### src/design/lto_pkg.sv
// Shared types, widths and constants for the LoRa duration calculator.
package lto_pkg;

    typedef enum logic [1:0] {
        REQ_TOA = 2'd0,
        REQ_RX1 = 2'd1,
        REQ_RX2 = 2'd2,
        REQ_PRE = 2'd3
    } lto_req_t;

    localparam int LEN_W  = 8;
    localparam int SF_W   = 4;
    localparam int CR_W   = 3;
    localparam int PRE_W  = 16;
    localparam int BW_W   = 19;
    localparam int DUR_W  = 46;
    localparam int PSYM_W = 11;
    localparam int PREQ_W = 19;

    // quarter-symbol count, quarters << sf, numerator scaled to ns, divisor 4*bw
    localparam int Q_W   = 19;
    localparam int K_W   = 31;
    localparam int NS_W  = 30;
    localparam int NUM_W = 60;
    localparam int DEN_W = BW_W + 2;

    localparam int DIV_STEPS  = 2;
    localparam int DIV_STAGES = DUR_W / DIV_STEPS;

    // payload block count via reciprocal: y < 2^Y_W, divisor 4..12
    localparam int Y_W         = 10;
    localparam int RECIP_W     = 15;
    localparam int RECIP_SHIFT = 16;
    localparam int BLK_W       = 8;
    localparam int NUMS_W      = 13;

    localparam logic [SF_W-1:0] SF_MIN     = 4'd6;
    localparam logic [SF_W-1:0] SF_MAX     = 4'd12;
    localparam logic [SF_W-1:0] SF_LONG_RX = 4'd11;
    localparam logic [CR_W-1:0] CR_MIN     = 3'd1;
    localparam logic [CR_W-1:0] CR_MAX     = 3'd4;
    localparam logic [BW_W-1:0] BW_MIN     = 19'd7800;

    localparam logic [NS_W-1:0] NS_PER_S   = 30'd1000000000;
    localparam logic [Q_W-1:0]  RX1_Q_LONG  = 19'd32;
    localparam logic [Q_W-1:0]  RX1_Q_SHORT = 19'd48;
    localparam logic [Q_W-1:0]  PRE_EXTRA_Q = 19'd17;
    localparam logic [K_W-1:0]  CAD_EXTRA_K = 31'd128;

    typedef struct packed {
        logic [PSYM_W-1:0] psym;
        logic [PREQ_W-1:0] preq;
    } lto_side_t;

    // ceil(2^16 / m), exact for y below 2^Y_W
    function automatic logic [RECIP_W-1:0] recip(input logic [SF_W-1:0] m);
        logic [RECIP_W-1:0] r;
        case (m)
            4'd4:    r = 15'd16384;
            4'd5:    r = 15'd13108;
            4'd6:    r = 15'd10923;
            4'd7:    r = 15'd9363;
            4'd8:    r = 15'd8192;
            4'd9:    r = 15'd7282;
            4'd10:   r = 15'd6554;
            4'd11:   r = 15'd5958;
            4'd12:   r = 15'd5462;
            default: r = '0;
        endcase
        return r;
    endfunction

endpackage

### src/design/lto_div_stage.sv
// One stage of the restoring divider: DIV_STEPS (two) quotient bits per stage.
module lto_div_stage (
    input  logic                          clk,
    input  logic                          rst_n,
    input  logic                          en,
    input  logic                          in_valid,
    input  logic [lto_pkg::DEN_W-1:0]     in_rem,
    input  logic [lto_pkg::DUR_W-1:0]     in_quo,
    input  logic [lto_pkg::DEN_W-1:0]     in_den,
    input  lto_pkg::lto_side_t            in_side,
    output logic                          out_valid,
    output logic [lto_pkg::DEN_W-1:0]     out_rem,
    output logic [lto_pkg::DUR_W-1:0]     out_quo,
    output logic [lto_pkg::DEN_W-1:0]     out_den,
    output lto_pkg::lto_side_t            out_side
);

    logic                          v_reg;
    logic [lto_pkg::DEN_W-1:0]     rem_reg, rem_next;
    logic [lto_pkg::DUR_W-1:0]     quo_reg, quo_next;
    logic [lto_pkg::DEN_W-1:0]     den_reg;
    lto_pkg::lto_side_t            side_reg;
    logic [lto_pkg::DEN_W:0]       trial;

    // quo holds the numerator bits still to come at the top, quotient bits at the bottom
    always_comb
    begin
        rem_next = in_rem;
        quo_next = in_quo;
        trial    = '0;
        for (int i = 0; i < lto_pkg::DIV_STEPS; i++)
        begin
            trial    = {rem_next, quo_next[lto_pkg::DUR_W-1]};
            quo_next = {quo_next[lto_pkg::DUR_W-2:0], 1'b0};
            if (trial >= {1'b0, in_den})
            begin
                rem_next    = lto_pkg::DEN_W'(trial - {1'b0, in_den});
                quo_next[0] = 1'b1;
            end
            else
            begin
                rem_next = trial[lto_pkg::DEN_W-1:0];
            end
        end
    end

    always_ff @(posedge clk or negedge rst_n)
    begin
        if (!rst_n)
            v_reg <= 1'b0;
        else if (en)
            v_reg <= in_valid;
    end

    always_ff @(posedge clk)
    begin
        if (en)
        begin
            rem_reg  <= rem_next;
            quo_reg  <= quo_next;
            den_reg  <= in_den;
            side_reg <= in_side;
        end
    end

    assign out_valid = v_reg;
    assign out_rem   = rem_reg;
    assign out_quo   = quo_reg;
    assign out_den   = den_reg;
    assign out_side  = side_reg;

endmodule
### config.mk
export PLATFORM = sky130hd
export DESIGN_NAME = lto_div_stage
export DESIGN_NICKNAME = d
export VERILOG_FILES = /design/src/design/lto_pkg.sv /design/src/design/lto_div_stage.sv
export SDC_FILE = /design/constraint.sdc
export NUM_CORES = 1
export LEC_CHECK = 0
export ABC_AREA = 1
export BUFFER_PORTS_ARGS = -buffer_cell sky130_fd_sc_hd__clkbuf_2
export CAP_MARGIN = 20
export CORE_MARGIN = 8
export CORE_UTILIZATION = 51
export DETAILED_ROUTE_END_ITERATION = 8
export PLACE_DENSITY = 0.81
export SLEW_MARGIN = 10
export SYNTH_ARGS = -nofsm -noshare
export SYNTH_HDL_FRONTEND = slang
export SYNTH_SLANG_ARGS = --single-unit
### constraint.sdc
create_clock -name clk -period 1 [get_ports clk]
set_input_delay 0.1 -clock clk [delete_from_list [all_inputs] [get_ports clk]]
set_output_delay 0.1 -clock clk [all_outputs]
set_load 0.02 [all_outputs]
==> flow_summary.toml, run 1 <==
[synth]
synth_flop_cell = "edfxtp_1"
yosys-top-cells-count = "nand2_1, edfxtp_1, inv_1"
synth-warning-count = 0
yosysMostFrequentCell = "nand2_1"
synthesis.nets = 944
synth_cell_types = 34
synth_edf_count = 118
postSynth.asyncResetShare_pct = 0.8403
ys_top_cells_by_area = "edfxtp_1, nand2_1, ha_1, inv_1, nand3_1"
syn_inst = 778
syn_area_mm2 = 0.006878
synth.largest_area_cell = "edfxtp_1"
yosysSeqAreaShare_pct = 51.88
yosys_register_bits = 119
yosysTopAreaCellShare_pct = 51.52
syn_area_per_cell_um2 = 8.840

[placed_design]
placed_area_mm2 = 0.009983
post-place-ws_ns = -2.616
dp_hpwl_um = 19640
gp_congestion = 0.9651
portBuffers = 240

[floorplanning]
initial_core_util_pct = 52.14
boundaryPins = 241
rows = 42
die_x_um = 132.1
die-height_um = 132.1

[timing]
worstEpCategory = "register input"
crit_endpoint = "out_rem[11]$_DFFE_PP_/D"

[outcome]
status = "stopped before the end"
stop_stage = "global routing"
error = "[ERROR DPL-0038] Utilization greater than 100%, impossible to legalize"

[clocking]
cts_made_buffers = 17
clock-sinks = 119
cts_buffer_depth = 2
htree_levels = 4
root_buffer = "clkbuf_16"

[grt]
grt_max_degree = 31
[what timing repair did]
item                                    CTS
hold buffers                             96
gates cloned                              2
gates resized for setup                  51
endpoints found under the setup margin  142
endpoints found under the hold margin    96
pin swaps                                 3
setup buffers                             2
[per-stage QoR]
step | hold slack (ns) | setup TNS [ns] | std cells
detailed placement | -0.1207 | -57.88 | 1359
CTS | 0.01733 | -53.55 | 1491
global placement | -0.1252 | -55.64 | 1359
floorplan | -0.1956 | -46.52 | 778
[logic make-up after synthesis]
kind of cell	count (synthesis)	share of synthesized area, %
compound gates	55	4.748
xor+xnor	24	3.056
fa+ha+maj	44	8.223
buf+inv	122	7.077
flops	119	51.88
mux	1	0.1637
simple gates	413	24.85
==> run 2, diff against run 1 <==
--- a/config.mk
+++ b/config.mk
@@ -9,9 +9,9 @@
 export BUFFER_PORTS_ARGS = -buffer_cell sky130_fd_sc_hd__clkbuf_2
 export CAP_MARGIN = 20
 export CORE_MARGIN = 8
-export CORE_UTILIZATION = 51
+export CORE_UTILIZATION = 40
 export DETAILED_ROUTE_END_ITERATION = 8
-export PLACE_DENSITY = 0.81
+export PLACE_DENSITY_LB_ADDON = 0.15
 export SLEW_MARGIN = 10
 export SYNTH_ARGS = -nofsm -noshare
 export SYNTH_HDL_FRONTEND = slang
==> run 2 against run 1 <==
  * Area after synthesis did not move
  * Synthesized cell count unchanged
  * The flow now finishes, with violations (negative setup slack)
==> flow_summary.toml, run 2 <==
[drt]
routed_via_density = 4.792
first_iter_violations = 390
wirelength_um = 28800
drt-wirelength-per-cell_um = 18.28
vias = 7552
drt_pass1_iterations = 6
route.antenna.remaining_nets = 0
route.detailed.drc = 0

[floorplanning]
rows = 48
coreArea_mm2 = 0.01706
die_x_um = 147.1
design.die.area_mm2 = 0.02165
die-height_um = 147.1
initial_core_util_pct = 40.32
boundaryPins = 241

[grt]
grt_max_degree = 52
grt_first_pass_wirelength_um = 39420
antenna_found_initial = 0
overflow = 0
grt_usage_pct = 23.40
first_global_vias = 7561

[layout]
final_util_pct = 77.72
final_cell_mix = "nand2_1, buf_4, clkbuf_2, edfxtp_1"
largest_reg_flops = 46
nets = 1504
area.growth.synth_to_final_pct = 92.74
instances_no_fill = 1576
drive_gt1_share_pct = 48.67
final_common_cell = "nand2_1"

[clocking]
cts_buffer_depth = 2
clock-sinks = 119
root_buffer = "clkbuf_16"
cts_made_buffers = 17
clkTransAtPathRegs_ns = 0.06
clock_latency_ns = 0.41
cts_tree = "yes"
htree_levels = 4

[worst_hold_path]
holdCritPathClass = "in -> reg"

[synth]
ys_top_cells_by_area = "edfxtp_1, nand2_1, ha_1, inv_1, nand3_1"
synth_cell_types = 34
synth_flop_cell = "edfxtp_1"
yosys_register_bits = 119
syn_area_mm2 = 0.006878
yosysSeqAreaShare_pct = 51.88
synth_edf_count = 118
yosysTopAreaCellShare_pct = 51.52
syn_inst = 778
synthesis.nets = 944
syn_area_per_cell_um2 = 8.840
synth-warning-count = 0
yosys-top-cells-count = "nand2_1, edfxtp_1, inv_1"
yosysMostFrequentCell = "nand2_1"
synth.largest_area_cell = "edfxtp_1"
postSynth.asyncResetShare_pct = 0.8403

[outcome]
status = "finished with violations"
violations = "negative setup slack"

[pwr]
power_leakage_uw = 0.006319
ir_drop_mv = 1.389
powerDensity_mw_per_mm2 = 1655

[timing]
max_freq_mhz = 324.9
hold_viol = 0
fin_crit_sh_pct = 307.8
worst-slew-pin-transition_ns = 0.8773
maxSlewViolCount = 0
rsz0062_at_grt = "yes"
fin_crit_ns = 3.078
setup_slack_ns = -2.078
fin_worst_skew_ns = 0
maxSlewHeadroom_pct = 41.30
setup-violations-final = 142
fin_tns_setup_ns = -50.46

[placed_design]
dp_hpwl_um = 19180
gp_congestion = 0.9804
portBuffers = 240
post-place-cells = 1417

[critical_path]
arrival_ns = 3.24
worstPathRequired_ns = 1.16
critPathMaxFanout = 7
start_kind = "input pin"
setup.worst_path.class = "in -> reg"
end_kind = "register"

[flow_run]
maxCapViolations = 0
[run 2: cell counts after synthesis]
Identical to the previous run, type by type.
[run 2: cells by family (layout without fill, tap and decap cells)]
logic type | count (synthesis) | in the layout | synth area share (%)
simple gates | 413 | 416 | 24.85
fa+ha+maj | 44 | 44 | 8.223
mux | 1 | 1 | 0.1637
buf+inv | 122 | 691 | 7.077
compound gates | 55 | 55 | 4.748
xor+xnor | 24 | 24 | 3.056
other cells | 0 | 1 | 0
flops | 119 | 119 | 51.88
[run 2: timing repair]
item                       in CTS  in global routing
hold endpoints to repair       96                  0
hold buffers                   97                  0
pin swaps                      21                 29
cloned                          3                  4
gates resized for setup        68                409
setup endpoints to repair     142                142
setup buffers                  12                 11
[run 2: path summary, 6_finish.rpt]
check,start,end,slack [ns],cells past startpoint
min,in_den[0],out_den[0],0.04,2
min in group asynchronous,rst_n,out_valid,0.53,3
max,in_den[16],out_rem[17],-2.08,27
min reg2reg,out_valid,out_valid,0.67,2
max reg2reg,out_valid,out_valid,0.08,2
max in group asynchronous,rst_n,out_valid,0.37,3
[run 2: routing by layer]
layer | part of all wire [%] | vias to the layer above | GRT usage, % | routed length, µm
li1 | - | 3679 | - | -
met1 | 39 | 3551 | 26.52 | 11210
met2 | 54 | 276 | 41.93 | 15430
met3 | 5.2 | 46 | 5.045 | 1509
met4 | 2.3 | 0 | 9.383 | 655
met5 | 0 | - | 0 | 0
[run 2: cell type report]
cell class	instances	area, µm²
repair buffers	548	4624
fillers	1099	3800
multi-input cells	540	3756
flip-flops and latches	119	3568
inverters	112	445.4
clock buffers	17	425.4
well taps	225	281.5
clock inverters	14	152.6
diodes	1	2.502
[run 2: worst max-delay path, stage by stage]
cell and delay, ns:
clkbuf_2 0.09, inv_1 0.07, ha_1 0.30, nand2_2 0.09, inv_1 0.06, nand2_1 0.07
nand2_1 0.08, a21oi_2 0.15, buf_4 0.14, nand4_4 0.12, clkinv_4 0.13, buf_12 0.15
nand2_2 0.07, o21ai_4 0.08, ha_4 0.24, nand2_2 0.08, nand2_2 0.06, a21oi_2 0.15
nand2_1 0.08, nand2_1 0.08, nand4_1 0.10, nand2_1 0.08, nand2_2 0.08, nand2_8 0.16
nand3_4 0.18, nand2_2 0.14, nand2_1 0.07
[run 2: through the flow]
step                hold WS [ns]  power, µW  area (µm²)  worst slack (ns)
finish                   0.04155      21950       13260            -2.078
global route             0.03806      22960       13250            -2.236
detailed placement       -0.1242      13530       10100            -2.558
global placement         -0.1227      13450       10100            -2.492
floorplan                -0.1956      10410        7239            -2.099
CTS                      0.03334      20390       12090            -1.932
[run 2: where the power goes]
part	internal, µW	switching [µW]	leakage, µW	total, µW
Combinational	4600	4800	0.00487	9400
Clock	3680	2320	0.000284	5990
Sequential	6260	289	0.00117	6550
No activity file was read; power rests on OpenSTA's default activity.
