<file path="src/design/lto_pkg.sv">
// Shared types, widths and constants for the LoRa duration calculator.
package lto_pkg;

    typedef enum logic [1:0] {
        REQ_TOA = 2'd0,
        REQ_RX1 = 2'd1,
        REQ_RX2 = 2'd2,
        REQ_PRE = 2'd3
    } lto_req_t;

    localparam int LEN_W  = 8;
    localparam int SF_W   = 4;
    localparam int CR_W   = 3;
    localparam int PRE_W  = 16;
    localparam int BW_W   = 19;
    localparam int DUR_W  = 46;
    localparam int PSYM_W = 11;
    localparam int PREQ_W = 19;

    // quarter-symbol count, quarters << sf, numerator scaled to ns, divisor 4*bw
    localparam int Q_W   = 19;
    localparam int K_W   = 31;
    localparam int NS_W  = 30;
    localparam int NUM_W = 60;
    localparam int DEN_W = BW_W + 2;

    localparam int DIV_STEPS  = 2;
    localparam int DIV_STAGES = DUR_W / DIV_STEPS;

    // payload block count via reciprocal: y < 2^Y_W, divisor 4..12
    localparam int Y_W         = 10;
    localparam int RECIP_W     = 15;
    localparam int RECIP_SHIFT = 16;
    localparam int BLK_W       = 8;
    localparam int NUMS_W      = 13;

    localparam logic [SF_W-1:0] SF_MIN     = 4'd6;
    localparam logic [SF_W-1:0] SF_MAX     = 4'd12;
    localparam logic [SF_W-1:0] SF_LONG_RX = 4'd11;
    localparam logic [CR_W-1:0] CR_MIN     = 3'd1;
    localparam logic [CR_W-1:0] CR_MAX     = 3'd4;
    localparam logic [BW_W-1:0] BW_MIN     = 19'd7800;

    localparam logic [NS_W-1:0] NS_PER_S   = 30'd1000000000;
    localparam logic [Q_W-1:0]  RX1_Q_LONG  = 19'd32;
    localparam logic [Q_W-1:0]  RX1_Q_SHORT = 19'd48;
    localparam logic [Q_W-1:0]  PRE_EXTRA_Q = 19'd17;
    localparam logic [K_W-1:0]  CAD_EXTRA_K = 31'd128;

    typedef struct packed {
        logic [PSYM_W-1:0] psym;
        logic [PREQ_W-1:0] preq;
    } lto_side_t;

    // ceil(2^16 / m), exact for y below 2^Y_W
    function automatic logic [RECIP_W-1:0] recip(input logic [SF_W-1:0] m);
        logic [RECIP_W-1:0] r;
        case (m)
            4'd4:    r = 15'd16384;
            4'd5:    r = 15'd13108;
            4'd6:    r = 15'd10923;
            4'd7:    r = 15'd9363;
            4'd8:    r = 15'd8192;
            4'd9:    r = 15'd7282;
            4'd10:   r = 15'd6554;
            4'd11:   r = 15'd5958;
            4'd12:   r = 15'd5462;
            default: r = '0;
        endcase
        return r;
    endfunction

endpackage

</file>
<file path="src/design/lto_symbols.sv">
// Settings decode, payload symbol count and quarter-symbol total (three stages).
module lto_symbols (
    input  logic                          clk,
    input  logic                          rst_n,
    input  logic                          en,
    input  logic                          valid,
    input  logic [1:0]                    req_type,
    input  logic [lto_pkg::LEN_W-1:0]     payload_len,
    input  logic [lto_pkg::SF_W-1:0]      spreading_factor,
    input  logic [lto_pkg::CR_W-1:0]      coding_rate,
    input  logic [lto_pkg::PRE_W-1:0]     preamble_symbols,
    input  logic                          header_implicit,
    input  logic                          crc_on,
    input  logic                          low_rate_opt,
    input  logic [lto_pkg::BW_W-1:0]      bandwidth_hz,
    output logic                          sym_valid,
    output lto_pkg::lto_req_t             sym_req,
    output logic [lto_pkg::SF_W-1:0]      sym_sf,
    output logic [lto_pkg::BW_W-1:0]      sym_bw,
    output logic [lto_pkg::Q_W-1:0]       sym_q,
    output lto_pkg::lto_side_t            sym_side
);

    // stage 1
    logic                          v1_reg;
    lto_pkg::lto_req_t             req1_reg, req1_next;
    logic [lto_pkg::SF_W-1:0]      sf1_reg, sf1_next;
    logic [lto_pkg::CR_W-1:0]      cr1_reg, cr1_next;
    logic [lto_pkg::BW_W-1:0]      bw1_reg, bw1_next;
    logic [lto_pkg::SF_W-1:0]      m1_reg, m1_next;
    logic [lto_pkg::Y_W-1:0]       y1_reg, y1_next;
    logic                          pos1_reg, pos1_next;
    logic [lto_pkg::PREQ_W-1:0]    preq1_reg, preq1_next;
    logic signed [lto_pkg::NUMS_W-1:0] num_s, x_s;

    // stage 2
    logic                          v2_reg;
    lto_pkg::lto_req_t             req2_reg;
    logic [lto_pkg::SF_W-1:0]      sf2_reg;
    logic [lto_pkg::CR_W-1:0]      cr2_reg;
    logic [lto_pkg::BW_W-1:0]      bw2_reg;
    logic [lto_pkg::PREQ_W-1:0]    preq2_reg;
    logic [lto_pkg::BLK_W-1:0]     blk2_reg, blk2_next;
    logic [lto_pkg::Y_W+lto_pkg::RECIP_W-1:0] blk_prod;

    // stage 3
    logic                          v3_reg;
    lto_pkg::lto_req_t             req3_reg;
    logic [lto_pkg::SF_W-1:0]      sf3_reg;
    logic [lto_pkg::BW_W-1:0]      bw3_reg;
    logic [lto_pkg::Q_W-1:0]       q3_reg, q3_next;
    lto_pkg::lto_side_t            side3_reg, side3_next;
    logic [lto_pkg::PSYM_W-1:0]    psym;
    logic [3:0]                    cr_plus4;

    always_comb
    begin
        req1_next = lto_pkg::lto_req_t'(req_type);
        if (spreading_factor < lto_pkg::SF_MIN)
            sf1_next = lto_pkg::SF_MIN;
        else if (spreading_factor > lto_pkg::SF_MAX)
            sf1_next = lto_pkg::SF_MAX;
        else
            sf1_next = spreading_factor;
        if (coding_rate < lto_pkg::CR_MIN)
            cr1_next = lto_pkg::CR_MIN;
        else if (coding_rate > lto_pkg::CR_MAX)
            cr1_next = lto_pkg::CR_MAX;
        else
            cr1_next = coding_rate;
        bw1_next = (bandwidth_hz < lto_pkg::BW_MIN) ? lto_pkg::BW_MIN : bandwidth_hz;

        // den = 4*m, m = sf - 2*de (4..12)
        m1_next = sf1_next - {2'b00, low_rate_opt, 1'b0};
        num_s = $signed({2'b00, payload_len, 3'b000}) + 13'sd28
              - $signed({7'b0000000, sf1_next, 2'b00})
              + (crc_on ? 13'sd16 : 13'sd0)
              - (header_implicit ? 13'sd20 : 13'sd0);
        x_s = num_s + $signed({7'b0000000, m1_next, 2'b00}) - 13'sd1;
        pos1_next = (num_s > 13'sd0);
        // ceil(num/4m) = floor(floor((num+4m-1)/4)/m)
        y1_next = x_s[lto_pkg::Y_W+1:2];

        if (req1_next == lto_pkg::REQ_TOA || req1_next == lto_pkg::REQ_PRE)
            preq1_next = {1'b0, preamble_symbols, 2'b00} + lto_pkg::PRE_EXTRA_Q;
        else
            preq1_next = '0;
    end

    always_comb
    begin
        blk_prod = {{lto_pkg::RECIP_W{1'b0}}, y1_reg}
                 * {{lto_pkg::Y_W{1'b0}}, lto_pkg::recip(m1_reg)};
        blk2_next = pos1_reg ? blk_prod[lto_pkg::RECIP_SHIFT +: lto_pkg::BLK_W] : '0;
    end

    always_comb
    begin
        cr_plus4 = {1'b0, cr2_reg} + 4'd4;
        psym = 11'd8 + ({3'b000, blk2_reg} * {7'b0000000, cr_plus4});
        unique case (req2_reg)
            lto_pkg::REQ_TOA: q3_next = preq2_reg + {6'b000000, psym, 2'b00};
            lto_pkg::REQ_RX1: q3_next = (sf2_reg >= lto_pkg::SF_LONG_RX) ?
                                        lto_pkg::RX1_Q_LONG : lto_pkg::RX1_Q_SHORT;
            lto_pkg::REQ_RX2: q3_next = '0;
            lto_pkg::REQ_PRE: q3_next = preq2_reg;
        endcase
        side3_next.psym = (req2_reg == lto_pkg::REQ_TOA) ? psym : '0;
        side3_next.preq = preq2_reg;
    end

    always_ff @(posedge clk or negedge rst_n)
    begin
        if (!rst_n)
        begin
            v1_reg <= 1'b0;
            v2_reg <= 1'b0;
            v3_reg <= 1'b0;
        end
        else if (en)
        begin
            v1_reg <= valid;
            v2_reg <= v1_reg;
            v3_reg <= v2_reg;
        end
    end

    always_ff @(posedge clk)
    begin
        if (en)
        begin
            req1_reg  <= req1_next;
            sf1_reg   <= sf1_next;
            cr1_reg   <= cr1_next;
            bw1_reg   <= bw1_next;
            m1_reg    <= m1_next;
            y1_reg    <= y1_next;
            pos1_reg  <= pos1_next;
            preq1_reg <= preq1_next;

            req2_reg  <= req1_reg;
            sf2_reg   <= sf1_reg;
            cr2_reg   <= cr1_reg;
            bw2_reg   <= bw1_reg;
            preq2_reg <= preq1_reg;
            blk2_reg  <= blk2_next;

            req3_reg  <= req2_reg;
            sf3_reg   <= sf2_reg;
            bw3_reg   <= bw2_reg;
            q3_reg    <= q3_next;
            side3_reg <= side3_next;
        end
    end

    assign sym_valid = v3_reg;
    assign sym_req   = req3_reg;
    assign sym_sf    = sf3_reg;
    assign sym_bw    = bw3_reg;
    assign sym_q     = q3_reg;
    assign sym_side  = side3_reg;

endmodule

</file>
<file path="config.mk">
export PLATFORM = sky130hd
export DESIGN_NAME = lto_symbols
export DESIGN_NICKNAME = d
export VERILOG_FILES = /design/src/design/lto_pkg.sv /design/src/design/lto_symbols.sv
export SDC_FILE = /design/constraint.sdc
export NUM_CORES = 1
export LEC_CHECK = 0
export BUFFER_PORTS_ARGS = -buffer_cell sky130_fd_sc_hd__buf_2
export CAP_MARGIN = 20
export CORE_MARGIN = 2
export CORE_UTILIZATION = 65
export DETAILED_ROUTE_END_ITERATION = 6
export PLACE_DENSITY = 0.82
export SLEW_MARGIN = 25
export SYNTH_ARGS = -nofsm -noshare
export SYNTH_HDL_FRONTEND = slang
export SYNTH_SLANG_ARGS = --single-unit
</file>
<file path="constraint.sdc">
create_clock -name clk -period 15.75 [get_ports clk]
set_input_delay 4.725 -clock clk [delete_from_list [all_inputs] [get_ports clk]]
set_output_delay 4.725 -clock clk [all_outputs]
set_load 0.005 [all_outputs]
</file>
==> key figures <==
Status
  – Status: finished, final reports clean

Placement
  – Final Wtd Congestion: between 0.9 and 1
  – Port bufs: 131
  – Dpl hpwl: 20000 µm

Timing
  – Pins Over Slew Limit: 0
  – # setup viols final: 0
  – Rel. slew slack: approximately 40%
  – Unrepaired setup endpoints after global routing: no
  – Setup_tns: 0 ps
  – F_max: around 120 MHz
  – Final Cycle Share: 54.6%
  – Worst Tran Pin Value: 888 ps
  – Tmin final: 8600 ps
  – Hold violation count in the final report: 0
  – Clock skew: slightly above 9 ps

Synth
  – Synth area leader: edfxtp_1
  – Synth top area cells: edfxtp_1 40%, fa_1 16%, ha_1 12%, inv_1 4.7%, and2_1 4.5%
  – Area share of the largest cell type after synthesis: 40.1%
  – Top post-synthesis cells by count: 186 x edfxtp_1, 175 x inv_1, 131 x ha_1
  – Synthesized area per cell: about 11 µm²
  – Post-synth EDFFs: 186
  – Warnings, synthesis: 0
  – Post-synth top flop: edfxtp_1
  – Cells after Synth: between 1000 and 1500
  – FF+latch count, synth: 204
  – Most common cell in the netlist: edfxtp_1
  – Register area share after synthesis: 42.7%
  – Async SR Flop Fraction: 1.47%
  – Post-synth cell types: 56
  – Netlist Area Pre-Place: 13900 µm²

Clock tree
  – Htree depth: 1
  – # hold bufs at CTS: 0
  – Worst skew pair latency: 500 ps
  – CTS Buffer Depth: 3
  – CTS tree: done
  – Post-CTS Setup Repair Bufs: 0
  – Clock Tree Root: clkbuf_16
  – Reg clk slew, reported paths: 60 ps
  – CTS resizes: 0
  – Num CTS Buffers: 21
  – CTS sink count: approximately 200

Power
  – Total chip power: 3000 µW
  – Worst vdd ir: 139 µV
  – Lkg Pwr: 0.00716 µW
  – Power per Cell Area: 194 nW/µm²

Drt
  – Avg WL per Cell: 16.4 µm
  – First drt pass iteration count: 6
  – Vias: 8971
  – Number of DRC markers in iteration 0: 453
  – DR DRC count: 0
  – Post-route ant nets: 0
  – WL final: 26400 µm
  – Via density: ~5.6

Floorplan
  – Initial core utilization: approximately 66%
  – Top Ports: 134
  – Core region area: 21000 µm²
  – DIE HEIGHT: 150 µm
  – Die X: roughly 150 µm
  – Die area: between 20000 and 25000 µm²
  – Row cnt: 53

Global routing
  – Initial antenna violation count: 0
  – Vias in the first global route: 8922
  – GR peak layer: met2
  – Largest net degree at the start of global routing: 90
  – Total GRT Usage: 23.8%
  – M2 GR Usage: 40.7%
  – GR Util met3: 3.39%
  – First-pass GRT wire length: 42500 µm
  – GRT Residual Overflow: 0
  – Met1 GRT Util: 31.5%

Setup path
  – Slowest stage delay, CP: roughly 470 ps
  – Worst endpoint required time: 15990 ps
  – Most used cell along the critical path: ha_1
  – Slowest stage cell, crit path: fa_1
  – Critical path class: in2reg
  – Critical Path, Cell by Cell: buf_2, or3_1, a21boi_1, ha_1, fa_1, inv_1, fa_1, ha_1, and4b_1, o2111ai_1, nand2_1, a21oi_2, inv_1, ha_1, a21oi_1, o21a_1, nand2_1, a22oi_1, xor2_1
  – Critical Path AT: 8840 ps
  – Crit-path max FO: 6
  – Setup crit end kind: flip-flop
  – Worst Setup Start Kind: input pin

Layout
  – Share of layout cells above drive strength 1: between 10 and 15%
  – Fin util: 73.4%
  – Area Overhead vs Synth: 10.7%
  – Ant diodes: 0
  – Nets@finish: 1627
  – Max reg flops: 29
  – Filler cells: 1359

Run
  – Max-cap violations: 0

Hold path
  – HP Class: reg2reg
[where the power goes]
group          switching [µW]  leakage, µW  internal (µW)
Clock                     192     0.000319            275
Sequential               99.3      0.00199            706
Combinational             977      0.00485            749
[stage by stage]
| step | instances | setup slack (ps) | area [µm²] | hold slack (ps) |
|---|---|---|---|---|
| finish | 1613 | 7150 | 15400 | 412 |
| CTS | 1613 | 7170 | 15400 | 416 |
| global route | 1613 | 6880 | 15400 | 419 |
| detailed placement | 1578 | 6660 | 14800 | 405 |
| global placement | 1578 | 6840 | 14800 | 400 |
| floorplan | 1217 | 7190 | 13900 | 400 |
[cells by family after synthesis]
kind of cell	after synthesis	share of synthesized area [%]
mux	15	1.17
fa+ha+maj	242	27.7
compound gates	135	6.32
buf+inv	223	6.11
xor+xnor	51	3.36
simple gates	345	12.6
flops	204	42.7
other cells	1	0.0269
[metal layers]
| metal | part of all wire (%) | vias up |
|---|---|---|
| met5 | 0 | - |
| met4 | 2.9 | 0 |
| met3 | 6.0 | 64 |
| met2 | 49 | 323 |
| met1 | 42 | 4317 |
| li1 | - | 4267 |
[layout by cell type (no fill, tap or decap), types with 28 or more instances in the layout]
| cell | synthesis | routed |
|---|---|---|
| nor2_1 | 31 | 31 |
| nand2_1 | 127 | 127 |
| edfxtp_1 | 186 | 186 |
| inv_1 | 175 | 175 |
| a21oi_1 | 35 | 35 |
| buf_2 | 0 | 130 |
| ha_1 | 131 | 131 |
| and2_1 | 101 | 101 |
| fa_1 | 111 | 111 |
| xnor2_1 | 28 | 28 |
[critical path, delay by kind of cell]
kind | cells | cell delay [ps]
AOI/OAI and AO/OA | 6 | 1530
xor gates and xnor gates | 1 | 110
adders and majority gates | 5 | 1490
buffers and inverters | 3 | 270
and+or+nand+nor | 4 | 720
[cell type report]
cell class | count | area, µm² | area share, %
clock buffers | 28 | 582 | 3.77
clock inverters | 7 | 65.1 | 0.421
inverters | 175 | 657 | 4.25
multi-input cells | 790 | 7140 | 46.3
flip-flops and latches | 204 | 5960 | 38.6
well taps | 275 | 344 | 2.23
repair buffers | 134 | 688 | 4.46
[final timing paths]
check                           slack [ps]  depth (start not counted)           startpoint      endpoint
worst max-delay path                  7150                         19  spreading_factor[3]     y1_reg[9]
worst max register to register       10000                         19            y1_reg[3]   blk2_reg[7]
max in group asynchronous            11630                          1                rst_n        v1_reg
worst min-delay path                   410                          0         preq1_reg[9]  preq2_reg[9]
min in group asynchronous             4010                          1                rst_n        v2_reg
worst min register to register         410                          0         preq1_reg[9]  preq2_reg[9]
Note: power is estimated with default switching activity, not from simulation.
