File: src/design/lto_pkg.sv
// Shared types, widths and constants for the LoRa duration calculator.
package lto_pkg;

    typedef enum logic [1:0] {
        REQ_TOA = 2'd0,
        REQ_RX1 = 2'd1,
        REQ_RX2 = 2'd2,
        REQ_PRE = 2'd3
    } lto_req_t;

    localparam int LEN_W  = 8;
    localparam int SF_W   = 4;
    localparam int CR_W   = 3;
    localparam int PRE_W  = 16;
    localparam int BW_W   = 19;
    localparam int DUR_W  = 46;
    localparam int PSYM_W = 11;
    localparam int PREQ_W = 19;

    // quarter-symbol count, quarters << sf, numerator scaled to ns, divisor 4*bw
    localparam int Q_W   = 19;
    localparam int K_W   = 31;
    localparam int NS_W  = 30;
    localparam int NUM_W = 60;
    localparam int DEN_W = BW_W + 2;

    localparam int DIV_STEPS  = 2;
    localparam int DIV_STAGES = DUR_W / DIV_STEPS;

    // payload block count via reciprocal: y < 2^Y_W, divisor 4..12
    localparam int Y_W         = 10;
    localparam int RECIP_W     = 15;
    localparam int RECIP_SHIFT = 16;
    localparam int BLK_W       = 8;
    localparam int NUMS_W      = 13;

    localparam logic [SF_W-1:0] SF_MIN     = 4'd6;
    localparam logic [SF_W-1:0] SF_MAX     = 4'd12;
    localparam logic [SF_W-1:0] SF_LONG_RX = 4'd11;
    localparam logic [CR_W-1:0] CR_MIN     = 3'd1;
    localparam logic [CR_W-1:0] CR_MAX     = 3'd4;
    localparam logic [BW_W-1:0] BW_MIN     = 19'd7800;

    localparam logic [NS_W-1:0] NS_PER_S   = 30'd1000000000;
    localparam logic [Q_W-1:0]  RX1_Q_LONG  = 19'd32;
    localparam logic [Q_W-1:0]  RX1_Q_SHORT = 19'd48;
    localparam logic [Q_W-1:0]  PRE_EXTRA_Q = 19'd17;
    localparam logic [K_W-1:0]  CAD_EXTRA_K = 31'd128;

    typedef struct packed {
        logic [PSYM_W-1:0] psym;
        logic [PREQ_W-1:0] preq;
    } lto_side_t;

    // ceil(2^16 / m), exact for y below 2^Y_W
    function automatic logic [RECIP_W-1:0] recip(input logic [SF_W-1:0] m);
        logic [RECIP_W-1:0] r;
        case (m)
            4'd4:    r = 15'd16384;
            4'd5:    r = 15'd13108;
            4'd6:    r = 15'd10923;
            4'd7:    r = 15'd9363;
            4'd8:    r = 15'd8192;
            4'd9:    r = 15'd7282;
            4'd10:   r = 15'd6554;
            4'd11:   r = 15'd5958;
            4'd12:   r = 15'd5462;
            default: r = '0;
        endcase
        return r;
    endfunction

endpackage

File: src/design/lto_scale.sv
// Chip count and scaling to nanoseconds: numerator and divisor of the final division.
module lto_scale (
    input  logic                          clk,
    input  logic                          rst_n,
    input  logic                          en,
    input  logic                          sym_valid,
    input  lto_pkg::lto_req_t             sym_req,
    input  logic [lto_pkg::SF_W-1:0]      sym_sf,
    input  logic [lto_pkg::BW_W-1:0]      sym_bw,
    input  logic [lto_pkg::Q_W-1:0]       sym_q,
    input  lto_pkg::lto_side_t            sym_side,
    output logic                          scl_valid,
    output logic [lto_pkg::NUM_W-1:0]     scl_num,
    output logic [lto_pkg::DEN_W-1:0]     scl_den,
    output lto_pkg::lto_side_t            scl_side
);

    logic                          v4_reg;
    logic [lto_pkg::K_W-1:0]       k4_reg, k4_next;
    logic [lto_pkg::BW_W-1:0]      bw4_reg;
    lto_pkg::lto_side_t            side4_reg;

    logic                          v5_reg;
    logic [lto_pkg::NUM_W-1:0]     num5_reg, num5_next;
    logic [lto_pkg::DEN_W-1:0]     den5_reg, den5_next;
    lto_pkg::lto_side_t            side5_reg;

    // window/CAD: 4*(2^sf + 32) quarter chips over 4*bw gives (2^sf+32)/bw
    always_comb
    begin
        if (sym_req == lto_pkg::REQ_RX2)
            k4_next = (lto_pkg::K_W'(4) << sym_sf) + lto_pkg::CAD_EXTRA_K;
        else
            k4_next = lto_pkg::K_W'(sym_q) << sym_sf;
    end

    always_comb
    begin
        num5_next = {{(lto_pkg::NUM_W-lto_pkg::K_W){1'b0}}, k4_reg}
                  * {{(lto_pkg::NUM_W-lto_pkg::NS_W){1'b0}}, lto_pkg::NS_PER_S};
        den5_next = {bw4_reg, 2'b00};
    end

    always_ff @(posedge clk or negedge rst_n)
    begin
        if (!rst_n)
        begin
            v4_reg <= 1'b0;
            v5_reg <= 1'b0;
        end
        else if (en)
        begin
            v4_reg <= sym_valid;
            v5_reg <= v4_reg;
        end
    end

    always_ff @(posedge clk)
    begin
        if (en)
        begin
            k4_reg    <= k4_next;
            bw4_reg   <= sym_bw;
            side4_reg <= sym_side;
            num5_reg  <= num5_next;
            den5_reg  <= den5_next;
            side5_reg <= side4_reg;
        end
    end

    assign scl_valid = v5_reg;
    assign scl_num   = num5_reg;
    assign scl_den   = den5_reg;
    assign scl_side  = side5_reg;

endmodule

File: config.mk
export PLATFORM = sky130hd
export DESIGN_NAME = lto_scale
export DESIGN_NICKNAME = d
export VERILOG_FILES = /design/src/design/lto_pkg.sv /design/src/design/lto_scale.sv
export SDC_FILE = /design/constraint.sdc
export NUM_CORES = 1
export LEC_CHECK = 0
export ABC_AREA = 1
export BUFFER_PORTS_ARGS = -buffer_cell sky130_fd_sc_hd__buf_4
export CAP_MARGIN = 30
export CORE_MARGIN = 2
export CORE_UTILIZATION = 55
export DETAILED_ROUTE_END_ITERATION = 8
export PLACE_DENSITY_LB_ADDON = 0.3
export SYNTH_ARGS = -nofsm -noshare
export SYNTH_HDL_FRONTEND = slang
export SYNTH_SLANG_ARGS = --single-unit
File: constraint.sdc
create_clock -name clk -period 5.2 [get_ports clk]
set_input_delay 1.04 -clock clk [delete_from_list [all_inputs] [get_ports clk]]
set_output_delay 1.04 -clock clk [all_outputs]
set_load 0.02 [all_outputs]
==> impl_metrics.prom, run 1 <==
# TYPE chip_impl_metric gauge
chip_impl_metric{name="slew_headroom",unit=""} 0.373
chip_impl_metric{name="synthDominantCellAreaShare",unit=""} 0.283
chip_impl_metric{name="wire_length_of_the_first_global_routing_pass",unit="mm"} 85.0
chip_impl_info{name="critical_path.startpoint_type",value="flip-flop"} 1
chip_impl_metric{name="postRouteWirelength",unit="mm"} 53.7
chip_impl_metric{name="finalClockSkew",unit="ns"} 0.0251
chip_impl_metric{name="core.rowCount",unit=""} 72
chip_impl_metric{name="die_width",unit="um"} 201
chip_impl_metric{name="worstPathMaxFanout",unit=""} 4
chip_impl_info{name="postSynth.topFlopCell",value="sky130_fd_sc_hd__edfxtp_1"} 1
chip_impl_metric{name="globalRouteOverflowTotal",unit=""} 0
chip_impl_metric{name="drt-wirelength-per-cell",unit="um"} 16.4
chip_impl_metric{name="largest_register_ffs",unit=""} 51
chip_impl_metric{name="timing.final.ws_setup",unit="ns"} -0.432
chip_impl_metric{name="starting_density_of_the_core",unit=""} 0.554
chip_impl_info{name="holdCritPathClass",value="in2async"} 1
chip_impl_metric{name="setup-violations-final",unit=""} 35
chip_impl_metric{name="route.antenna.remaining_nets",unit=""} 0
chip_impl_metric{name="postSynthCellCount",unit=""} 2304
chip_impl_metric{name="area_growth_syn_to_layout",unit="%"} 30.0
chip_impl_metric{name="ys.warnings.count",unit=""} 0
chip_impl_metric{name="globalplace.congestion",unit=""} 0.990
chip_impl_metric{name="num-nets-final",unit=""} 3383
chip_impl_metric{name="num_vias",unit=""} 16300
chip_impl_metric{name="via_count_of_the_first_global_routing_pass",unit=""} 17100
chip_impl_metric{name="drtPass1Iterations",unit=""} 5
chip_impl_metric{name="fp.coreArea",unit="um2"} 38400
chip_impl_metric{name="cts_inserted_buffers",unit=""} 17
chip_impl_metric{name="final_period_utilization",unit=""} 1.08
chip_impl_metric{name="remaining_drc_errors",unit=""} 0
chip_impl_metric{name="syn_area_per_cell",unit="um2"} 9.23
chip_impl_metric{name="asyncSetResetFlopFracSynth",unit=""} 0.0110
chip_impl_metric{name="place.port_buffers",unit=""} 178
chip_impl_metric{name="max_freq",unit="GHz"} 0.178
chip_impl_metric{name="final_max_slew_viol_count",unit=""} 0
chip_impl_metric{name="fill_cells",unit=""} 2754
chip_impl_metric{name="timing_worst_slew_pin_value",unit="ns"} 0.937
chip_impl_info{name="path_class",value="reg2reg"} 1
chip_impl_metric{name="synth_edf_count",unit=""} 180
chip_impl_metric{name="synth.lib_cells_used.distinct",unit=""} 41
chip_impl_metric{name="clock_latency",unit="ns"} 0.49
chip_impl_info{name="critical_path.cell_chain",value="inv_2, buf_4, fa_1, fa_1, fa_1, fa_2, fa_1, inv_1, fa_1, inv_1, fa_1, inv_2, ha_4, nand2_4, nor2_4, nand2_2, nor2_1, nand2_1, nand3_4, nand2_2, nand3_1, nand2_1"} 1
chip_impl_metric{name="design.die.area",unit="um2"} 40300
chip_impl_info{name="clock_tree_from_tritoncts",value="yes"} 1
chip_impl_info{name="worstSetupEndpointType",value="flip-flop"} 1
chip_impl_metric{name="clk_pin_slew",unit="ns"} 0.07
chip_impl_metric{name="cts_hold_buf",unit=""} 0
chip_impl_metric{name="clockBufferDepth",unit=""} 2
chip_impl_metric{name="ys_seq_area_frac",unit=""} 0.256
chip_impl_metric{name="n_antenna_cell",unit=""} 0
chip_impl_metric{name="hpwlAfterDp",unit="mm"} 43.9
chip_impl_metric{name="finalHoldViolations",unit=""} 0
chip_impl_info{name="violations",value="setup timing"} 1
chip_impl_metric{name="grt_use_total",unit=""} 0.270
chip_impl_metric{name="post_route_cells_drive_above_1_share",unit=""} 0.320
chip_impl_info{name="result_of_the_run",value="complete, but fails checks"} 1
chip_impl_metric{name="mappedNetlistArea",unit="um2"} 21300
chip_impl_info{name="yosys-top-cells-area",value="sky130_fd_sc_hd__fa_1 (28%), sky130_fd_sc_hd__edfxtp_1 (25%), sky130_fd_sc_hd__ha_1 (15%)"} 1
chip_impl_metric{name="via_per_inst",unit=""} 4.98
chip_impl_info{name="worst_path_max_delay_cell",value="sky130_fd_sc_hd__fa_1"} 1
chip_impl_metric{name="h-tree-depth",unit=""} 4
chip_impl_info{name="critical-path-top-cell-by-count",value="sky130_fd_sc_hd__fa_1"} 1
chip_impl_metric{name="ys_seq_elements",unit=""} 182
chip_impl_metric{name="grt_start_max_net_pins",unit=""} 115
chip_impl_metric{name="final_hold_slack",unit="ns"} 0.329
chip_impl_metric{name="drt_iter0_drc",unit=""} 1030
chip_impl_info{name="yosys_top_cell_by_area",value="sky130_fd_sc_hd__fa_1"} 1
chip_impl_metric{name="timing.max_cap.violations",unit=""} 0
chip_impl_metric{name="dieHeight",unit="um"} 201
chip_impl_info{name="clockRootBuffer",value="sky130_fd_sc_hd__clkbuf_16"} 1
chip_impl_metric{name="numClockSinks",unit=""} 182
chip_impl_metric{name="timing.final.crit_period",unit="ns"} 5.63
chip_impl_metric{name="timing.critical_path.slowest_cell_delay",unit="ns"} 0.59
chip_impl_metric{name="required",unit="ns"} 5.42
chip_impl_metric{name="ioPinCount",unit=""} 190
chip_impl_metric{name="antenna_found_initial",unit=""} 0
chip_impl_metric{name="cp_data_arrival_time",unit="ns"} 5.86
chip_impl_info{name="grt_setup_unrepaired",value="true"} 1
[layer usage]
| metal | part of all wire | track usage | vias up |
|---|---|---|---|
| met5 | 0 | 0 | - |
| met4 | 0.036 | 0.0942 | 0 |
| met3 | 0.048 | 0.0380 | 126 |
| met1 | 0.42 | 0.347 | 7947 |
| li1 | - | - | 7755 |
| met2 | 0.50 | 0.472 | 490 |
[final timing paths]
check | endpoint | depth (start not counted) | slack (ns) | start
worst max-delay path | scl_num[52] | 22 | -0.43 | k4_reg[8]
worst min-delay path | scl_valid | 1 | 0.33 | rst_n
worst max register to register | scl_num[52] | 22 | -0.43 | k4_reg[8]
worst min register to register | scl_side[15] | 0 | 0.42 | side4_reg[15]
max in group asynchronous | v4_reg | 1 | 4.78 | rst_n
min in group clk | scl_side[15] | 0 | 0.42 | side4_reg[15]
[stage by stage]
| stage | instances | setup slack [ns] | cell area (um2) | util | TNS, ns |
|---|---|---|---|---|---|
| 6_report | 3280 | -0.432 | 27700 | 0.721 | -11.19 |
| 4_1_cts | 3256 | -0.421 | 26500 | 0.691 | -11.18 |
| 3_3_place_gp | 3194 | -0.506 | 25100 | 0.654 | -13.51 |
| 5_1_grt | 3280 | -0.629 | 27700 | 0.721 | -17.19 |
| 2_1_floorplan | 2314 | -0.119 | 21600 | - | -1.69 |
| 3_5_place_dp | 3194 | -0.573 | 25100 | 0.654 | -15.38 |
[cell usage in the layout, fill, tap and decap left out, types with 5 or more instances in the layout]
| cell | n |
|---|---|
| sky130_fd_sc_hd__nand3_4 | 7 |
| sky130_fd_sc_hd__nor2_4 | 33 |
| sky130_fd_sc_hd__a21oi_4 | 10 |
| sky130_fd_sc_hd__o21ai_0 | 17 |
| sky130_fd_sc_hd__ha_1 | 200 |
| sky130_fd_sc_hd__nand2_1 | 384 |
| sky130_fd_sc_hd__a21oi_2 | 13 |
| sky130_fd_sc_hd__a21oi_1 | 6 |
| sky130_fd_sc_hd__clkbuf_16 | 17 |
| sky130_fd_sc_hd__inv_1 | 609 |
| sky130_fd_sc_hd__o22ai_1 | 5 |
| sky130_fd_sc_hd__fa_2 | 24 |
| sky130_fd_sc_hd__fa_1 | 277 |
| sky130_fd_sc_hd__nand3_1 | 50 |
| sky130_fd_sc_hd__o211ai_1 | 6 |
| sky130_fd_sc_hd__conb_1 | 11 |
| sky130_fd_sc_hd__nor2_1 | 50 |
| sky130_fd_sc_hd__xor2_1 | 19 |
| sky130_fd_sc_hd__ha_4 | 53 |
| sky130_fd_sc_hd__nand2_2 | 88 |
| sky130_fd_sc_hd__o21ai_1 | 26 |
| sky130_fd_sc_hd__nor2_2 | 20 |
| sky130_fd_sc_hd__buf_6 | 32 |
| sky130_fd_sc_hd__nand3_2 | 11 |
| sky130_fd_sc_hd__inv_6 | 6 |
| sky130_fd_sc_hd__inv_2 | 90 |
| sky130_fd_sc_hd__nand2_4 | 36 |
| sky130_fd_sc_hd__edfxtp_1 | 180 |
| sky130_fd_sc_hd__buf_4 | 408 |
| sky130_fd_sc_hd__nand4_1 | 13 |
| sky130_fd_sc_hd__xor2_2 | 7 |
[cell usage after synthesis (2+ instances only)]
| library cell | n |
|---|---|
| sky130_fd_sc_hd__buf_2 | 3 |
| sky130_fd_sc_hd__clkinv_1 | 3 |
| sky130_fd_sc_hd__xnor2_1 | 4 |
| sky130_fd_sc_hd__nor3_2 | 3 |
| sky130_fd_sc_hd__o32ai_1 | 2 |
| sky130_fd_sc_hd__buf_4 | 13 |
| sky130_fd_sc_hd__dfrtp_1 | 2 |
| sky130_fd_sc_hd__xor2_1 | 27 |
| sky130_fd_sc_hd__nor2_4 | 5 |
| sky130_fd_sc_hd__o21bai_1 | 3 |
| sky130_fd_sc_hd__nand3_2 | 8 |
| sky130_fd_sc_hd__edfxtp_1 | 180 |
| sky130_fd_sc_hd__o21ai_0 | 17 |
| sky130_fd_sc_hd__nand2_2 | 15 |
| sky130_fd_sc_hd__o21ai_1 | 26 |
| sky130_fd_sc_hd__nor3_1 | 5 |
| sky130_fd_sc_hd__a31oi_1 | 2 |
| sky130_fd_sc_hd__nor2_2 | 23 |
| sky130_fd_sc_hd__nand3_1 | 60 |
| sky130_fd_sc_hd__nand2_1 | 493 |
| sky130_fd_sc_hd__o31ai_1 | 3 |
| sky130_fd_sc_hd__or2_2 | 3 |
| sky130_fd_sc_hd__nor2_1 | 75 |
| sky130_fd_sc_hd__o22ai_1 | 5 |
| sky130_fd_sc_hd__ha_1 | 255 |
| sky130_fd_sc_hd__nand4_1 | 13 |
| sky130_fd_sc_hd__inv_1 | 691 |
| sky130_fd_sc_hd__a21oi_1 | 27 |
| sky130_fd_sc_hd__o211ai_1 | 6 |
| sky130_fd_sc_hd__inv_2 | 12 |
| sky130_fd_sc_hd__fa_1 | 301 |
| sky130_fd_sc_hd__clkbuf_1 | 10 |
[cells by family (layout without fill, tap and decap cells)]
logic type | count (synthesis) | count (layout) | synth area share
other | 1 | 11 | 0.000176
adder cells (fa/ha/maj) | 556 | 556 | 0.433
flip-flops | 182 | 182 | 0.256
AO/OA/AOI/OAI | 94 | 94 | 0.0251
buffers and inverters | 733 | 1181 | 0.132
XOR/XNOR | 31 | 31 | 0.0128
AND/OR/NAND/NOR | 707 | 707 | 0.140
[worst max-delay path, delay by kind of cell (launching register included)]
kind	cells	cell delay (ns)
flops	1	0.43
buf+inv	5	0.37
fa+ha+maj	8	3.71
simple gates	9	0.87
[timing repair]
action / 4_1_cts / 5_1_grt
buffers inserted: 30 / 24
setup endpoints to repair: 36 / 38
pin swaps: 77 / 126
resized for setup: 131 / 240
endpoints found under the hold margin: 0 / 0
[layout make-up]
type                    count  area, um2  share of cell area
clock buffers              17        425              0.0154
clock inverters            15        174             0.00629
inverters                 706       2670              0.0964
multi-input cells        1399      14800               0.535
flip-flops and latches    182       5460               0.197
well taps                 518        648              0.0234
repair buffers            443       3490               0.126
Power of run 1 is not shown: default switching activity piles up to over one toggle a cycle in this logic, so the estimate is an artifact.
==> run 2, diff against run 1 <==
- CORE_UTILIZATION: 55 -> 35
- CTS_BUF_LIST: unset -> sky130_fd_sc_hd__clkbuf_8
==> run 2 against run 1 <==
  * The flow still finishes with violations (setup timing)
  * Cell area up 1.4%
  * Sequential share of layout area down 0.27 points
  * Worst hold slack worse by 0.075 ns
  * Global-route usage down 8.6 points
==> impl_metrics.prom, run 2 (same netlist as run 1, synthesis figures left out) <==
# TYPE chip_impl_metric gauge
chip_impl_metric{name="setup-violations-final",unit=""} 35
chip_impl_metric{name="remaining_drc_errors",unit=""} 0
chip_impl_info{name="clock_tree_from_tritoncts",value="yes"} 1
chip_impl_metric{name="timing.final.crit_period",unit="ns"} 5.65
chip_impl_info{name="most_frequent_cells_in_the_layout",value="sky130_fd_sc_hd__inv_1 (601), sky130_fd_sc_hd__buf_4 (421), sky130_fd_sc_hd__nand2_1 (386)"} 1
chip_impl_metric{name="cts_hold_buf",unit=""} 0
chip_impl_info{name="global_route.peak_usage_layer",value="met2"} 1
chip_impl_info{name="clockRootBuffer",value="sky130_fd_sc_hd__clkbuf_8"} 1
chip_impl_metric{name="slew_headroom",unit=""} 0.402
chip_impl_metric{name="cts_inserted_buffers",unit=""} 17
chip_impl_metric{name="reg2reg_slack",unit="ns"} -0.45
chip_impl_metric{name="num_vias",unit=""} 16200
chip_impl_metric{name="crit_cells",unit=""} 23
chip_impl_metric{name="timing.critical_path.slowest_cell_delay",unit="ns"} 0.54
chip_impl_metric{name="clk_pin_slew",unit="ns"} 0.11
chip_impl_info{name="critPathTopFamily",value="adder cells"} 1
chip_impl_metric{name="drtPass1Iterations",unit=""} 5
chip_impl_metric{name="via_count_of_the_first_global_routing_pass",unit=""} 17300
chip_impl_metric{name="multi_input_area",unit="um2"} 14800
chip_impl_metric{name="final_hold_slack",unit="ns"} 0.254
chip_impl_metric{name="place.port_buffers",unit=""} 178
chip_impl_metric{name="finalHoldViolations",unit=""} 0
chip_impl_info{name="worstSetupEndpointType",value="flip-flop"} 1
chip_impl_metric{name="design.die.area",unit="um2"} 62800
chip_impl_metric{name="max_freq",unit="GHz"} 0.177
chip_impl_info{name="result_of_the_run",value="complete, but fails checks"} 1
chip_impl_metric{name="worst-r2r-cell-count",unit=""} 23
chip_impl_metric{name="starting_density_of_the_core",unit=""} 0.353
chip_impl_info{name="critical_path.startpoint_type",value="flip-flop"} 1
chip_impl_metric{name="num-nets-final",unit=""} 3408
chip_impl_metric{name="fill_cells",unit=""} 5688
chip_impl_info{name="grt_setup_unrepaired",value="true"} 1
chip_impl_info{name="holdCritPathClass",value="in2async"} 1
chip_impl_metric{name="globalplace.congestion",unit=""} 0.933
chip_impl_metric{name="fp.coreArea",unit="um2"} 60200
chip_impl_metric{name="worstPathMaxFanout",unit=""} 4
chip_impl_info{name="worst_path_max_delay_cell",value="sky130_fd_sc_hd__edfxtp_1"} 1
chip_impl_metric{name="post_route_cells_drive_above_1_share",unit=""} 0.327
chip_impl_metric{name="hpwlAfterDp",unit="mm"} 47.4
chip_impl_info{name="critical_path.cell_chain",value="ha_1, inv_2, fa_1, inv_2, fa_2, inv_2, fa_1, fa_1, inv_2, fa_1, inv_1, fa_1, inv_2, ha_4, nand2_4, nor2_4, nand2_2, inv_1, nand2_1, nand2_1, nand2_1, nand4_1, nand2_1"} 1
chip_impl_metric{name="core.rowCount",unit=""} 90
chip_impl_metric{name="cp_data_arrival_time",unit="ns"} 5.96
chip_impl_metric{name="grt_use_total",unit=""} 0.185
chip_impl_metric{name="timing.final.ws_setup",unit="ns"} -0.451
chip_impl_info{name="violations",value="setup timing"} 1
chip_impl_metric{name="die_width",unit="um"} 251
chip_impl_info{name="final_common_cell",value="sky130_fd_sc_hd__inv_1"} 1
chip_impl_metric{name="drt-wirelength-per-cell",unit="um"} 15.7
chip_impl_metric{name="largest_register_ffs",unit=""} 51
chip_impl_metric{name="required",unit="ns"} 5.51
chip_impl_metric{name="globalRouteOverflowTotal",unit=""} 0
chip_impl_metric{name="postRouteWirelength",unit="mm"} 56.1
chip_impl_info{name="regToRegEndpoint",value="scl_num[55]"} 1
chip_impl_info{name="worstReg2RegStart",value="k4_reg[23]"} 1
chip_impl_metric{name="final_period_utilization",unit=""} 1.09
chip_impl_metric{name="groute.layer.met1.usage",unit=""} 0.232
chip_impl_metric{name="timing.max_cap.violations",unit=""} 0
chip_impl_metric{name="final_design_area_no_fill",unit="um2"} 28000
chip_impl_metric{name="wire_length_of_the_first_global_routing_pass",unit="mm"} 89.6
chip_impl_metric{name="clock_latency",unit="ns"} 0.57
chip_impl_metric{name="route.antenna.remaining_nets",unit=""} 0
chip_impl_metric{name="detailedPlace.worstSlack",unit="ns"} -0.616
chip_impl_metric{name="ioPinCount",unit=""} 190
chip_impl_metric{name="numClockSinks",unit=""} 182
chip_impl_metric{name="met3_usage",unit=""} 0.0294
chip_impl_metric{name="via_per_inst",unit=""} 4.53
chip_impl_metric{name="use_met2",unit=""} 0.325
chip_impl_metric{name="ff_latch_area",unit="um2"} 5460
chip_impl_metric{name="timing_worst_slew_pin_value",unit="ns"} 0.894
chip_impl_info{name="path_class",value="reg2reg"} 1
chip_impl_metric{name="area_growth_syn_to_layout",unit="%"} 31.8
chip_impl_metric{name="clockBufferDepth",unit=""} 2
chip_impl_metric{name="grt_start_max_net_pins",unit=""} 122
chip_impl_metric{name="worst_path_bufs_invs",unit=""} 7
chip_impl_metric{name="placed_cell_area",unit="um2"} 25500
chip_impl_metric{name="finalClockSkew",unit="ns"} 0.0443
chip_impl_metric{name="antenna_found_initial",unit=""} 0
chip_impl_metric{name="dieHeight",unit="um"} 251
chip_impl_metric{name="drt_iter0_drc",unit=""} 732
chip_impl_metric{name="h-tree-depth",unit=""} 4
chip_impl_metric{name="final_max_slew_viol_count",unit=""} 0
[run 2: changes by cell type in the layout (fill, tap and decap cells not counted), sizes merged]
cell	delta
clkbuf	+1
clkinvlp	+2
diode	+1
buf	+24
inv	-3
bufinv	+1
[run 2: how the worst max path moves through the flow]
stage                   to  startpoint  slack (ns)
2_1_floorplan  scl_num[56]  k4_reg[11]       -0.12
3_3_place_gp   scl_num[56]  k4_reg[14]       -0.59
3_5_place_dp   scl_num[36]  k4_reg[15]       -0.62
4_1_cts        scl_num[51]  k4_reg[10]       -0.43
5_1_grt        scl_num[56]  k4_reg[10]       -0.62
6_report       scl_num[55]  k4_reg[23]       -0.45
[run 2: worst reg2reg max path, stage by stage, from the launching register on]
cell and delay, ns:
sky130_fd_sc_hd__edfxtp_1 0.54, sky130_fd_sc_hd__ha_1 0.35, sky130_fd_sc_hd__inv_2 0.05, sky130_fd_sc_hd__fa_1 0.49, sky130_fd_sc_hd__inv_2 0.04, sky130_fd_sc_hd__fa_2 0.54, sky130_fd_sc_hd__inv_2 0.04, sky130_fd_sc_hd__fa_1 0.53
sky130_fd_sc_hd__fa_1 0.52, sky130_fd_sc_hd__inv_2 0.04, sky130_fd_sc_hd__fa_1 0.53, sky130_fd_sc_hd__inv_1 0.05, sky130_fd_sc_hd__fa_1 0.49, sky130_fd_sc_hd__inv_2 0.05, sky130_fd_sc_hd__ha_4 0.32, sky130_fd_sc_hd__nand2_4 0.09
sky130_fd_sc_hd__nor2_4 0.16, sky130_fd_sc_hd__nand2_2 0.11, sky130_fd_sc_hd__inv_1 0.07, sky130_fd_sc_hd__nand2_1 0.08, sky130_fd_sc_hd__nand2_1 0.09, sky130_fd_sc_hd__nand2_1 0.09, sky130_fd_sc_hd__nand4_1 0.11, sky130_fd_sc_hd__nand2_1 0.06
[run 2: area by class of cell]
class                      instances  area share
sequential                       182       0.195
antenna                            1   0.0000892
tap                              782      0.0349
multi-input combinational       1399       0.527
clock inverter                    15     0.00660
clock buffer                      17     0.00834
inverter                         706      0.0951
timing repair buffer             468       0.133
[run 2: per-stage QoR]
step	util	TNS (ns)	instances
3_5_place_dp	0.423	-16.29	3469
3_3_place_gp	0.423	-15.28	3469
2_1_floorplan	-	-1.69	2314
6_report	0.465	-10.77	3570
4_1_cts	0.451	-10.35	3541
5_1_grt	0.465	-17.20	3569
[run 2: metal layers]
metal / wire [um] / vias to the layer above
met5: 0 / -
li1: - / 7822
met3: 2580 / 90
met4: 1530 / 0
met1: 24500 / 7837
met2: 27500 / 432
[run 2: timing repair]
action | in CTS | in global routing
gates resized for setup | 199 | 183
pin swaps | 66 | 110
gates cloned | 0 | 0
setup endpoints to repair | 36 | 38
setup buffers | 40 | 30
Power of run 2 is left out for the same reason.
==> run 3, diff against run 2 <==
- CAP_MARGIN: 30 -> unset
- CORE_MARGIN: 2 -> 8
- MAX_ROUTING_LAYER: unset -> met4
==> run 3 against run 2 <==
  * The flow still finishes with violations (setup timing)
  * Utilization grew 0.21 points
  * Maximum frequency down 0.86%
  * First-iteration DRC count rose by 16%
  * Highest routed layer unchanged
==> impl_metrics.prom, run 3 (same netlist as run 1, synthesis figures left out) <==
# TYPE chip_impl_metric gauge
chip_impl_info{name="result_of_the_run",value="complete, but fails checks"} 1
chip_impl_info{name="violations",value="setup timing"} 1
chip_impl_metric{name="numClockSinks",unit=""} 182
chip_impl_metric{name="num_vias",unit=""} 16200
chip_impl_info{name="worst_path_max_delay_cell",value="sky130_fd_sc_hd__fa_1"} 1
chip_impl_metric{name="ioPinCount",unit=""} 190
chip_impl_metric{name="grt_use_total",unit=""} 0.175
chip_impl_metric{name="place.port_buffers",unit=""} 178
chip_impl_metric{name="design.die.area",unit="um2"} 68900
chip_impl_metric{name="postRouteWirelength",unit="mm"} 58.5
chip_impl_metric{name="timing.final.crit_period",unit="ns"} 5.70
chip_impl_info{name="clockRootBuffer",value="sky130_fd_sc_hd__clkbuf_8"} 1
chip_impl_info{name="clock_tree_from_tritoncts",value="yes"} 1
chip_impl_metric{name="drt-wirelength-per-cell",unit="um"} 16.4
chip_impl_metric{name="cts_inserted_buffers",unit=""} 17
chip_impl_metric{name="cp_data_arrival_time",unit="ns"} 6.06
chip_impl_metric{name="wire_length_of_the_first_global_routing_pass",unit="mm"} 92.5
chip_impl_metric{name="num-nets-final",unit=""} 3412
chip_impl_info{name="critical_path.cell_chain",value="buf_6, buf_8, ha_4, inv_1, fa_1, fa_1, fa_2, fa_1, inv_1, fa_1, inv_2, fa_1, inv_2, ha_4, nand2_4, nor2_4, nand2_2, nor2_2, nand2_2, nand3_4, nand2_2, nand3_2, nand2_2"} 1
chip_impl_metric{name="wl_met2",unit="mm"} 28.0
chip_impl_metric{name="largest_register_ffs",unit=""} 51
chip_impl_metric{name="globalRouteOverflowTotal",unit=""} 0
chip_impl_metric{name="drt_iter0_drc",unit=""} 850
chip_impl_metric{name="hpwlAfterDp",unit="mm"} 49.0
chip_impl_metric{name="grt_start_max_net_pins",unit=""} 128
chip_impl_info{name="final_common_cell",value="sky130_fd_sc_hd__inv_1"} 1
chip_impl_metric{name="fp.coreArea",unit="um2"} 60200
chip_impl_metric{name="core.rowCount",unit=""} 90
chip_impl_metric{name="fin_setup_tns",unit="ns"} -12.22
chip_impl_metric{name="slew_headroom",unit=""} 0.300
chip_impl_metric{name="cts_hold_buf",unit=""} 0
chip_impl_info{name="most_frequent_cells_in_the_layout",value="sky130_fd_sc_hd__inv_1 (610), sky130_fd_sc_hd__buf_4 (416), sky130_fd_sc_hd__nand2_1 (376)"} 1
chip_impl_metric{name="max_freq",unit="GHz"} 0.175
chip_impl_metric{name="finalClockSkew",unit="ns"} 0.0472
chip_impl_info{name="critical_path.startpoint_type",value="flip-flop"} 1
chip_impl_metric{name="required",unit="ns"} 5.56
chip_impl_metric{name="drtPass1Iterations",unit=""} 5
chip_impl_info{name="holdCritPathClass",value="in2async"} 1
chip_impl_metric{name="antenna_found_initial",unit=""} 1
chip_impl_metric{name="die_width",unit="um"} 263
chip_impl_metric{name="placedCellCount",unit=""} 3464
chip_impl_metric{name="final-instance-count-excl-fill",unit=""} 3573
chip_impl_metric{name="globalplace.congestion",unit=""} 0.922
chip_impl_metric{name="timing.max_cap.violations",unit=""} 0
chip_impl_metric{name="remaining_drc_errors",unit=""} 0
chip_impl_metric{name="timing_worst_slew_pin_value",unit="ns"} 1.05
chip_impl_metric{name="route.antenna.remaining_nets",unit=""} 0
chip_impl_info{name="path_class",value="reg2reg"} 1
chip_impl_metric{name="worstPathMaxFanout",unit=""} 5
chip_impl_info{name="critical-path-top-cell-by-count",value="sky130_fd_sc_hd__fa_1"} 1
chip_impl_metric{name="timing.critical_path.slowest_cell_delay",unit="ns"} 0.62
chip_impl_metric{name="clk_pin_slew",unit="ns"} 0.14
chip_impl_metric{name="final_hold_slack",unit="ns"} 0.252
chip_impl_info{name="worstSetupEndpointType",value="flip-flop"} 1
chip_impl_metric{name="final_max_slew_viol_count",unit=""} 0
chip_impl_metric{name="starting_density_of_the_core",unit=""} 0.353
chip_impl_metric{name="clockBufferDepth",unit=""} 2
chip_impl_metric{name="drt-met1-wl",unit="mm"} 25.9
chip_impl_metric{name="area_growth_syn_to_layout",unit="%"} 32.4
chip_impl_metric{name="clock_latency",unit="ns"} 0.58
chip_impl_metric{name="via_per_inst",unit=""} 4.53
chip_impl_metric{name="fill_cells",unit=""} 5645
chip_impl_metric{name="final_period_utilization",unit=""} 1.10
chip_impl_metric{name="setup-violations-final",unit=""} 34
chip_impl_metric{name="post_route_cells_drive_above_1_share",unit=""} 0.334
chip_impl_metric{name="n_antenna_cell",unit=""} 0
chip_impl_metric{name="via_count_of_the_first_global_routing_pass",unit=""} 17600
chip_impl_info{name="grt_setup_unrepaired",value="true"} 1
chip_impl_metric{name="wl_met3",unit="mm"} 2.54
chip_impl_info{name="top_layer_used",value="met4"} 1
chip_impl_metric{name="finalHoldViolations",unit=""} 0
chip_impl_metric{name="h-tree-depth",unit=""} 4
chip_impl_metric{name="dieHeight",unit="um"} 263
chip_impl_metric{name="timing.final.ws_setup",unit="ns"} -0.500
## run 3: final timing paths
path                               start            to  slack, ns  cells past startpoint
setup / recovery              k4_reg[10]   scl_num[52]      -0.50                     23
hold / removal                     rst_n        v4_reg       0.25                      1
setup reg to reg              k4_reg[10]   scl_num[52]      -0.50                     23
hold reg to reg            side4_reg[19]  scl_side[19]       0.42                      0
max in group asynchronous          rst_n     scl_valid       4.86                      1
min in group clk           side4_reg[19]  scl_side[19]       0.42                      0
## run 3: through the flow
stage,utilization,instance area [um2],worst slack [ns]
2_1_floorplan,-,21600,-0.119
3_3_place_gp,0.423,25500,-0.625
3_5_place_dp,0.423,25500,-0.619
4_1_cts,0.448,27000,-0.511
5_1_grt,0.468,28200,-0.692
6_report,0.468,28200,-0.500
## run 3: per-layer routing
layer / track usage / up-vias
met5: - / -
met1: 0.216 / 7820
met3: 0.0299 / 116
met4: 0.0639 / 0
li1: - / 7824
met2: 0.288 / 410
## run 3: repair_timing
action                                  in CTS  in global routing
endpoints found under the setup margin      36                 38
gates resized for setup                    185                228
setup buffers                               37                 42
pin swaps                                  115                150
## run 3: final cells by class
cell class	count	area (um2)	share of cell area
Multi-Input combinational cell	1399	14900	0.528
Sequential cell	182	5460	0.194
Clock buffer	17	234	0.00831
Tap cell	782	978	0.0347
Timing Repair Buffer	472	3800	0.135
Clock inverter	15	155	0.00551
Inverter	706	2660	0.0943
## run 3: critical path, delay by kind of cell, from the launching register on
kind	cells	cell delay [ns]
adder cells (fa/ha/maj)	8	3.65
AND/OR/NAND/NOR	9	0.96
buffers and inverters	6	0.48
flip-flops	1	0.43
Power of run 3 is left out for the same reason.
